==> src/rtl/ssid_pkg.sv <==
`timescale 1ns / 1ps

package ssid_pkg;

    localparam logic OP_INSERT = 1'b0;
    localparam logic OP_DELETE = 1'b1;

    localparam logic [1:0] ST_DONE     = 2'd0;
    localparam logic [1:0] ST_DUP      = 2'd1;
    localparam logic [1:0] ST_NOTFOUND = 2'd2;
    localparam logic [1:0] ST_FULL     = 2'd3;

    typedef struct packed {
        logic               opcode;
        logic signed [31:0] key;
    } cmd_word_t;

    typedef struct packed {
        logic [4:0]         entry_count;
        logic signed [31:0] element;
        logic               element_valid;
        logic               last;
        logic [1:0]         status;
    } result_word_t;

endpackage

==> src/rtl/sorted_set_insert_delete.sv <==
`timescale 1ns / 1ps

// Keeps up to CAPACITY distinct signed keys in ascending order in a single-port-write RAM with
// a registered read. A command word is taken when start is high and busy is low. The block
// first makes one read pass over the n held keys, finding the key's place and rippling the
// entries up or down behind the read pointer. It then reads the m keys held afterwards out
// again, giving one result word per held key on consecutive cycles, with result_strobe high
// for exactly one cycle per word and last set on the final one; an empty set gives one word
// with element_valid low and skips the read-out. The final word is shown in the same cycle
// as busy falls, when the next command may already be taken. The receiver cannot stall, so
// every word must be taken in the cycle it is shown.
module sorted_set_insert_delete
    import ssid_pkg::*;
#(
    parameter int CAPACITY = 16
)
(
    input  logic         clk,
    input  logic         rst_n,
    input  logic         start,
    output logic         busy,
    input  cmd_word_t    cmd,
    output logic         result_strobe,
    output result_word_t result
);

    localparam int AW = (CAPACITY > 1) ? $clog2(CAPACITY) : 1;
    localparam int CW = $clog2(CAPACITY + 1);

    localparam logic [1:0] S_IDLE = 2'd0;
    localparam logic [1:0] S_SCAN = 2'd1;
    localparam logic [1:0] S_EMIT = 2'd2;

    logic signed [31:0] key_ram [CAPACITY];

    logic [1:0]         state_reg, state_next;
    logic [CW-1:0]      cnt_reg, cnt_next;
    logic [CW-1:0]      ridx_reg, ridx_next;
    logic [CW-1:0]      pidx_reg, pidx_next;
    logic               pv_reg, pv_next;
    logic               hit_reg, hit_next;
    logic               pass_reg, pass_next;
    logic [1:0]         status_reg, status_next;
    logic               strobe_reg, strobe_next;
    logic               op_reg, op_next;
    logic signed [31:0] key_reg, key_next;
    logic signed [31:0] carry_reg, carry_next;
    logic signed [31:0] rd_data_reg;
    result_word_t       res_reg, res_next;

    logic               we;
    logic [AW-1:0]      waddr;
    logic signed [31:0] wdata;
    logic               rd_en;
    logic [AW-1:0]      rd_addr;
    logic               full;
    logic [4:0]         cnt_ext;
    logic [CW-1:0]      cnt_dec;
    logic [CW-1:0]      pidx_dec;

    assign full     = (cnt_reg == CW'(CAPACITY));
    assign cnt_ext  = 5'(cnt_reg);
    assign cnt_dec  = cnt_reg - CW'(1);
    assign pidx_dec = pidx_reg - CW'(1);
    assign rd_addr  = ridx_reg[AW-1:0];

    always_comb
    begin
        state_next  = state_reg;
        cnt_next    = cnt_reg;
        ridx_next   = ridx_reg;
        pidx_next   = pidx_reg;
        pv_next     = 1'b0;
        hit_next    = hit_reg;
        pass_next   = pass_reg;
        status_next = status_reg;
        strobe_next = 1'b0;
        op_next     = op_reg;
        key_next    = key_reg;
        carry_next  = carry_reg;
        res_next    = res_reg;
        we          = 1'b0;
        waddr       = '0;
        wdata       = '0;
        rd_en       = 1'b0;

        case (state_reg)
            S_IDLE:
            begin
                if (start)
                begin
                    op_next    = cmd.opcode;
                    key_next   = cmd.key;
                    ridx_next  = '0;
                    hit_next   = 1'b0;
                    pass_next  = 1'b0;
                    state_next = S_SCAN;
                end
            end

            S_SCAN:
            begin
                if (ridx_reg < cnt_reg)
                begin
                    rd_en     = 1'b1;
                    ridx_next = ridx_reg + CW'(1);
                end
                pv_next   = rd_en;
                pidx_next = ridx_reg;

                if (pv_reg)
                begin
                    if (op_reg == OP_INSERT)
                    begin
                        if (!pass_reg && !hit_reg)
                        begin
                            if (rd_data_reg == key_reg)
                            begin
                                hit_next = 1'b1;
                            end
                            else if (rd_data_reg > key_reg)
                            begin
                                pass_next  = 1'b1;
                                carry_next = rd_data_reg;
                                if (!full)
                                begin
                                    we    = 1'b1;
                                    waddr = pidx_reg[AW-1:0];
                                    wdata = key_reg;
                                end
                            end
                        end
                        else if (pass_reg && !hit_reg && !full)
                        begin
                            we         = 1'b1;
                            waddr      = pidx_reg[AW-1:0];
                            wdata      = carry_reg;
                            carry_next = rd_data_reg;
                        end
                    end
                    else
                    begin
                        if (!hit_reg && !pass_reg)
                        begin
                            if (rd_data_reg == key_reg)
                            begin
                                hit_next = 1'b1;
                            end
                            else if (rd_data_reg > key_reg)
                            begin
                                pass_next = 1'b1;
                            end
                        end
                        else if (hit_reg)
                        begin
                            we    = 1'b1;
                            waddr = pidx_dec[AW-1:0];
                            wdata = rd_data_reg;
                        end
                    end
                end

                if ((ridx_reg == cnt_reg) && !pv_reg)
                begin
                    ridx_next  = '0;
                    state_next = S_EMIT;
                    if (op_reg == OP_INSERT)
                    begin
                        if (hit_reg)
                        begin
                            status_next = ST_DUP;
                        end
                        else if (full)
                        begin
                            status_next = ST_FULL;
                        end
                        else
                        begin
                            we          = 1'b1;
                            waddr       = cnt_reg[AW-1:0];
                            wdata       = pass_reg ? carry_reg : key_reg;
                            cnt_next    = cnt_reg + CW'(1);
                            status_next = ST_DONE;
                        end
                    end
                    else
                    begin
                        if (hit_reg)
                        begin
                            cnt_next    = cnt_dec;
                            status_next = ST_DONE;
                        end
                        else
                        begin
                            status_next = ST_NOTFOUND;
                        end
                    end

                    if (cnt_next == '0)
                    begin
                        res_next.entry_count   = '0;
                        res_next.element       = '0;
                        res_next.element_valid = 1'b0;
                        res_next.last          = 1'b1;
                        res_next.status        = status_next;
                        strobe_next            = 1'b1;
                        state_next             = S_IDLE;
                    end
                end
            end

            S_EMIT:
            begin
                if (ridx_reg < cnt_reg)
                begin
                    rd_en     = 1'b1;
                    ridx_next = ridx_reg + CW'(1);
                end
                pv_next   = rd_en;
                pidx_next = ridx_reg;

                if (pv_reg)
                begin
                    res_next.entry_count   = cnt_ext;
                    res_next.element       = rd_data_reg;
                    res_next.element_valid = 1'b1;
                    res_next.last          = (pidx_reg == cnt_dec);
                    res_next.status        = status_reg;
                    strobe_next            = 1'b1;
                    if (pidx_reg == cnt_dec)
                    begin
                        state_next = S_IDLE;
                    end
                end
            end

            default:
            begin
                state_next = S_IDLE;
            end
        endcase
    end

    always_ff @(posedge clk)
    begin
        if (we)
        begin
            key_ram[waddr] <= wdata;
        end
        if (rd_en)
        begin
            rd_data_reg <= key_ram[rd_addr];
        end
    end

    always_ff @(posedge clk or negedge rst_n)
    begin
        if (!rst_n)
        begin
            state_reg  <= S_IDLE;
            cnt_reg    <= '0;
            ridx_reg   <= '0;
            pidx_reg   <= '0;
            pv_reg     <= 1'b0;
            hit_reg    <= 1'b0;
            pass_reg   <= 1'b0;
            status_reg <= ST_DONE;
            strobe_reg <= 1'b0;
            op_reg     <= OP_INSERT;
        end
        else
        begin
            state_reg  <= state_next;
            cnt_reg    <= cnt_next;
            ridx_reg   <= ridx_next;
            pidx_reg   <= pidx_next;
            pv_reg     <= pv_next;
            hit_reg    <= hit_next;
            pass_reg   <= pass_next;
            status_reg <= status_next;
            strobe_reg <= strobe_next;
            op_reg     <= op_next;
        end
    end

    always_ff @(posedge clk)
    begin
        key_reg   <= key_next;
        carry_reg <= carry_next;
        res_reg   <= res_next;
    end

    assign busy          = (state_reg != S_IDLE);
    assign result_strobe = strobe_reg;
    assign result        = res_reg;

endmodule

==> config.mk <==
export PLATFORM = sky130hd
export DESIGN_NAME = sorted_set_insert_delete
export DESIGN_NICKNAME = d
export VERILOG_FILES = /design/src/rtl/ssid_pkg.sv /design/src/rtl/sorted_set_insert_delete.sv
export SDC_FILE = /design/constraint.sdc
export NUM_CORES = 1
export LEC_CHECK = 0
export CAP_MARGIN = 25
export CORE_MARGIN = 2
export CORE_UTILIZATION = 53
export DETAILED_ROUTE_END_ITERATION = 10
export DONT_BUFFER_PORTS = 1
export GPL_TIMING_DRIVEN = 0
export PLACE_DENSITY = 0.68
export REMOVE_ABC_BUFFERS = 1
export SYNTH_ARGS = -nofsm -noshare
export SYNTH_HDL_FRONTEND = slang
export SYNTH_SLANG_ARGS = --single-unit
==> constraint.sdc <==
create_clock -name clk -period 10.2 [get_ports clk]
set_clock_uncertainty 0.15 [all_clocks]
set_input_delay 2.04 -clock clk [delete_from_list [all_inputs] [get_ports clk]]
set_output_delay 2.04 -clock clk [all_outputs]
set_load 0.01 [all_outputs]
==> summary.md, run 1 <==
| Metric | Value |
|---|---|
| Most flop-heavy register | key_ram |
| Hold Buf Count CTS | 0 |
| Lkg Pwr | 10.49 nW |
| Core ar. | 51410 um^2 |
| Final Max Tran Viols | 0 |
| Startpoint types | register |
| Wire length per cell | 29.54 um |
| CTS Buf Count | 70 |
| Ys Warns | 0 |
| Avg Cell Area, Syn | 19.27 um^2 |
| TritonCTS Sinks | 673 |
| Max FFs per register | 512 |
| Ratio of cells with drive above 1 in the final layout | 25.79% |
| Final antenna-violating net count | 0 |
| I/O Pins | 79 |
| Unrepaired setup endpoints after global routing | no |
| Die Height | 232.1 um |
| Global Route Usage Sum | 25.60% |
| Vias in the first global route | 14600 |
| Crit Path Max Fanout | 17 |
| Max-cap violations | 0 |
| Crit. End Element | register |
| Min Tclk post-route | 5.606 ns |
| Placer Congestion | 0.8104 |
| Via-to-Cell Ratio | 6.460 |
| Worst Hold Class | register to register |
| Post-synth EDFFs | 649 |
| VDD IR max | 0.1705 mV |
| Top FF cell, synth | edfxtp_1 |
| Origin of the critical flop-to-flop path | cnt_ext[0] |
| HPWL after DPL | 43320 um |
| # nets final | 1614 |
| Setup crit start | cnt_ext[0] |
| CTS resizes | 0 |
| Worst skew pair latency | 0.62 ns |
| Initial antenna violation count | 2 |
| Drt first pass iters | 5 |
| Final number of setup-violating endpoints | 0 |
| Reg-to-Reg End | key_ram[8][4] |
| Placed insts | 2118 |
| Die Area | 53870 um^2 |
| Setup TNS | 0 ns |
| CP Class | register to register |
| Routed wire length | 66810 um |
| Status | completed |
| Power density over the cells | 268.8 nW/um^2 |
| Asr flop ratio synth | 3.566% |
| Slack of the critical path | 4.594 ns |
| Pin count of the biggest net entering global routing | 50 |
| Register-to-register setup slack | 4.59 ns |
| Via count | 14610 |
| Hold Slack | 0.3284 ns |
| Slew headroom | 25.64% |
| Die W | 232.1 um |
| Crit path capture | key_ram[8][4] |
| Mapped Area | 27580 um^2 |
| Synth-to-Final Area Change | 16.01% |
| Worst slack at placement | 4.798 ns |
| Post-route DRC | 0 |
| Reg2Reg Depth | 13 |
| CTS H-tree depth | 3 |
| Synth Instances | 1431 |
| Worst-Margin Slew | 1.115 ns |
| Yosys reg bits | 673 |
| CP Data Arrival Time | 5.77 ns |
| PortBufs | 0 |
| Seq/Total Area, Yosys | 72.85% |
| Clk buf depth | 3 |
| Root Buffer Master | clkbuf_16 |
| Fin crit share | 54.96% |
| Final Hold Fails | 0 |
| Clock slew at reported path FFs | 0.06 ns |
| Finished Layout Cells | 2262 |
| # diodes | 0 |
| Total grt overflow | 0 |
| FP Rows | 83 |
| TritonCTS clock tree | done |
| Iteration-0 DRC Markers | 1798 |
| First-pass GRT wire length | 98300 um |
| Final Util | 62.23% |
| Yosys cell types | 66 |
| Initial Util | 53.64% |
| Post-CTS setup buffer count | 0 |
| Maximum clock rate | 0.1784 GHz |
| Worst endpoint required time | 10.36 ns |
critical path, cell delays in order, from the launching register on:
cell,delay [ns]
dfrtp_1,0.57
inv_1,0.19
ha_1,0.33
and4bb_2,0.34
nor3_4,0.72
buf_8,0.26
nand2_1,0.41
buf_16,0.34
o21ai_0,0.21
o21ai_1,0.16
nand2b_1,0.33
a211oi_4,0.87
buf_16,0.24
buf_16,0.16
per-layer routing:
metal,part of all wire (%),vias to the layer above,track usage [%],wire length [um]
met1,39,7563,36.44,26300
met5,0,-,0,0
met2,48,841,39.80,31860
met4,3.5,0,9.876,2317
li1,-,6071,-,-
met3,9.5,137,4.740,6338
report_power, final:
group	total [mW]	internal (mW)	switching (mW)
Combinational	2.22	0.901	1.32
Sequential	3.91	3.58	0.335
Clock	2.47	1.45	1.02
cells in the mapped netlist, drive strengths merged (6+ instances only):
cell | instances | area share (%)
a211oi | 6 | 0.20
a21oi | 23 | 0.42
xnor2 | 10 | 0.32
nor2 | 43 | 0.60
nor3b | 11 | 0.34
mux4 | 160 | 13
o22ai | 33 | 0.75
nor3 | 16 | 0.34
edfxtp | 649 | 71
nand3 | 10 | 0.18
dfrtp | 24 | 2.2
nand2 | 49 | 0.67
a31oi | 6 | 0.25
xor2 | 6 | 0.19
ha | 46 | 2.1
nand4 | 10 | 0.25
mux2i | 27 | 0.98
clkbuf | 50 | 0.68
o21ai | 17 | 0.31
inv | 46 | 0.63
a22oi | 68 | 1.9
buf | 30 | 0.58
and2 | 34 | 0.77
cells by family (layout without fill, tap and decap cells):
logic type	after synthesis	after routing	share of synthesized area, %
AOI/OAI and AO/OA	180	180	4.601
DFF	673	673	72.85
muxes	191	191	14.21
buffers and inverters	127	278	1.901
and+or+nand+nor	198	198	3.839
xor gates and xnor gates	16	16	0.5082
adders and majority gates	46	46	2.087
worst min-delay path by stage:
| stage | start | end | slack (ns) | depth (start not counted) |
|---|---|---|---|---|
| 4_1_cts | status_reg[0] | status_reg[0] | 0.33 | 2 |
| 3_5_place_dp | status_reg[0] | status_reg[0] | 0.32 | 2 |
| 2_1_floorplan | status_reg[0] | status_reg[0] | 0.30 | 2 |
| 6_report | status_reg[0] | status_reg[0] | 0.33 | 2 |
| 3_3_place_gp | status_reg[0] | status_reg[0] | 0.31 | 2 |
| 5_1_grt | status_reg[0] | status_reg[0] | 0.36 | 2 |
per-stage QoR:
stage          power [mW]  cell area, um^2
2_1_floorplan       5.326            27230
3_3_place_gp        6.108            28080
3_5_place_dp        6.118            29630
4_1_cts             8.592            31820
5_1_grt             8.938            31990
6_report            8.599            31990
cell type report:
type                            instances  area (um^2)
Tap cell                              680        850.8
Inverter                               47        176.4
Timing Repair Buffer                  109         1562
Multi-Input combinational cell        631         7107
Clock inverter                         29        270.3
Sequential cell                       673        20100
Fill cell                            3507        19410
Clock buffer                           93         1922
layout by cell type, fill, tap and decap left out, types with 4 or more instances in the layout:
master	n
clkinv_2	5
clkbuf_1	18
bufinv_16	5
xor2_1	6
nor3_1	7
edfxtp_1	649
inv_1	45
nor2_1	40
clkbuf_16	73
mux2_2	4
a31oi_1	4
mux4_2	160
xnor2_1	10
buf_8	18
inv_6	4
buf_16	19
a21oi_1	23
a211oi_4	4
and2_1	33
buf_4	21
nor3_2	8
nand2_1	48
nand3_1	10
nand4_1	9
nand2b_1	4
ha_1	45
clkinv_1	15
a221o_1	4
buf_6	44
nor3b_2	7
a22oi_1	68
dfrtp_1	19
buf_12	5
nor2b_1	4
mux2i_1	27
o21ai_0	16
o22ai_1	33
(Power assumes the default switching activity.)
==> run 2: changes to the inputs <==
Clock period 10.2 ns to 5.7 ns, I/O delays scaled along.
==> summary.md, run 2 (synthesis results as in run 1) <==
| Metric | Value |
|---|---|
| Status | completed |
| Commonest cells after routing, fill and taps aside | edfxtp_1 (649), mux4_2 (160), clkbuf_16 (73) |
| HPWL after DPL | 43320 um (unchanged) |
| Via count | 14720 (+0.73%) |
| Core ar. | 51410 um^2 (unchanged) |
| Final Util | 62.29% (about the same) |
| Via-to-Cell Ratio | 6.495 (+0.55%) |
| Fin crit share | 96.13% (+41 points) |
| Crit. End Element | register |
| Maximum clock rate | 0.1825 GHz (+2.3%) |
| Die W | 232.1 um (unchanged) |
| Post-route DRC | 0 (unchanged) |
| Worst endpoint required time | 5.86 ns (-4.50 ns) |
| CTS Buf Count | 70 (unchanged) |
| Startpoint types | register |
| Min Tclk post-route | 5.479 ns (-0.1267 ns) |
| Max-cap violations | 0 (unchanged) |
| CTS resizes | 0 (unchanged) |
| Commonest non-fill, non-tap cell in the layout | edfxtp_1 |
| Initial antenna violation count | 2 (unchanged) |
| CP Data Arrival Time | 5.63 ns (-0.14 ns) |
| Iteration-0 DRC Markers | 1874 (+4.2%) |
| Vias in the first global route | 14600 (unchanged) |
| Worst Hold Class | input port to asynchronous set/reset pin |
| TritonCTS clock tree | done |
| Die Area | 53870 um^2 (unchanged) |
| Global Route met3 Usage | 4.740% (unchanged) |
| Most used routing layer in global routing | met2 |
| Critical path cell sequence | buf_12 > ha_1 > and4b_1 > nand3_1 > nor2_2 > nand2_1 > buf_16 > o21ai_0 > o21ai_1 > or2_1 > nor3b_4 > buf_8 > buf_8 |
| Ratio of cells with drive above 1 in the final layout | 25.98% (+0.19 points) |
| First-pass GRT wire length | 98300 um (unchanged) |
| CTS H-tree depth | 3 (unchanged) |
| Routed wire length | 66960 um (+0.23%) |
| Worst skew pair latency | 0.62 ns (about the same) |
| TritonCTS Sinks | 673 (unchanged) |
| FP Rows | 83 (unchanged) |
| Placer Congestion | 0.8104 (unchanged) |
| Final number of setup-violating endpoints | 0 (unchanged) |
| Unrepaired setup endpoints after global routing | no |
| Lkg Pwr | 10.51 nW (+0.20%) |
| Hold Slack | 0.07224 ns (-0.2562 ns) |
| CP Class | register to register |
| Worst-Margin Slew | 1.106 ns (-0.009194 ns) |
| Pin count of the biggest net entering global routing | 50 (unchanged) |
| Die Height | 232.1 um (unchanged) |
| Global Route Usage Sum | 25.60% (unchanged) |
| Root Buffer Master | clkbuf_16 |
| Clock slew at reported path FFs | 0.06 ns (about the same) |
| Final Hold Fails | 0 (unchanged) |
| Critical path's most frequent cell | buf_8 |
| Initial Util | 53.64% (unchanged) |
| PortBufs | 0 (unchanged) |
| Crit Path Max Fanout | 20 (+3) |
| Slew headroom | 26.26% (+0.61 points) |
| Synth-to-Final Area Change | 16.12% (about the same) |
| VDD IR max | 0.3052 mV (+79%) |
| Most flop-heavy register | key_ram |
| # nets final | 1618 (+0.25%) |
| Placed cell areas | 29630 um^2 (unchanged) |
| Clk buf depth | 3 (unchanged) |
| Slowest CP cell | dfrtp_2 |
| Setup TNS | 0 ns (unchanged) |
| # diodes | 0 (unchanged) |
| Wire length per cell | 29.55 um (about the same) |
| M1 GR Usage | 36.44% (unchanged) |
| Fin area | 32020 um^2 (about the same) |
| Max FFs per register | 512 (unchanged) |
| Crit-path max cell delay | 0.83 ns (-0.04 ns) |
| Met2 Use GR | 39.80% (unchanged) |
| Final antenna-violating net count | 0 (unchanged) |
| Power density over the cells | 480.7 nW/um^2 (+79%) |
| I/O Pins | 79 (unchanged) |
| Total grt overflow | 0 (unchanged) |
| Final Max Tran Viols | 0 (unchanged) |
| Drt first pass iters | 6 (+1) |
| Number of fill cells | 3500 (-0.20%) |
| Reg2Reg Depth | 13 (unchanged) |
## run 2: cell count changes in the layout (fill, tap and decap cells not counted)
cell,previous run,this run
buf_4,21,25
## run 2: final timing paths
check / startpoint / endpoint / slack [ns]
hold reg to reg: status_reg[0] / status_reg[0] / 0.33
setup / recovery: ridx_reg[2] / key_ram[14][18] / 0.22
setup reg to reg: ridx_reg[2] / key_ram[14][18] / 0.22
min in group clk: status_reg[0] / status_reg[0] / 0.33
max in group asynchronous: rst_n / ridx_reg[3] / 5.23
hold / removal: rst_n / status_reg[0] / 0.07
## run 2: layer usage
metal  wire length [um]  vias up  part of all wire [%]
met4               2414        0                   3.6
met2              31760      842                    47
met1              26650     7639                    40
li1                   -     6084                     -
met5                  0        -                     0
met3               6140      153                   9.2
## run 2: area by class of cell
type	count	area, um^2	area share (%)
clock buffer	93	1922	6.002
timing repair buffer	113	1592	4.970
sequential	673	20100	62.78
clock inverter	29	270.3	0.8440
multi-input combinational	631	7107	22.19
tap	680	850.8	2.657
inverter	47	176.4	0.5510
## run 2: what timing repair did
| action | 4_1_cts | 5_1_grt |
|---|---|---|
| endpoints found under the setup margin | 0 | 36 |
| setup buffers | 0 | 4 |
| hold buffers | 0 | 0 |
## run 2: report_power, final
group,switching (mW),internal [mW]
combinational,2.36,1.61
sequential,0.603,6.40
clock,1.82,2.59
total,4.79,10.6
## run 2: worst max-delay path, delay by kind of cell, from the launching register on
kind,cells,cell delay [ns]
flip-flops,1,0.83
AND/OR/NAND/NOR,6,2.52
adder cells (fa/ha/maj),1,0.20
AO/OA/AOI/OAI,2,0.39
buffers and inverters,4,1.06
## run 2: through the flow
stage	power, mW	setup WS [ns]	std cells
floorplan	9.530	-4.310	1351
global placement	10.83	-11.58	2031
detailed placement	10.95	0.2975	2118
CTS	15.37	0.2266	2240
global route	16.00	0.1130	2266
finish	15.39	0.2207	2266
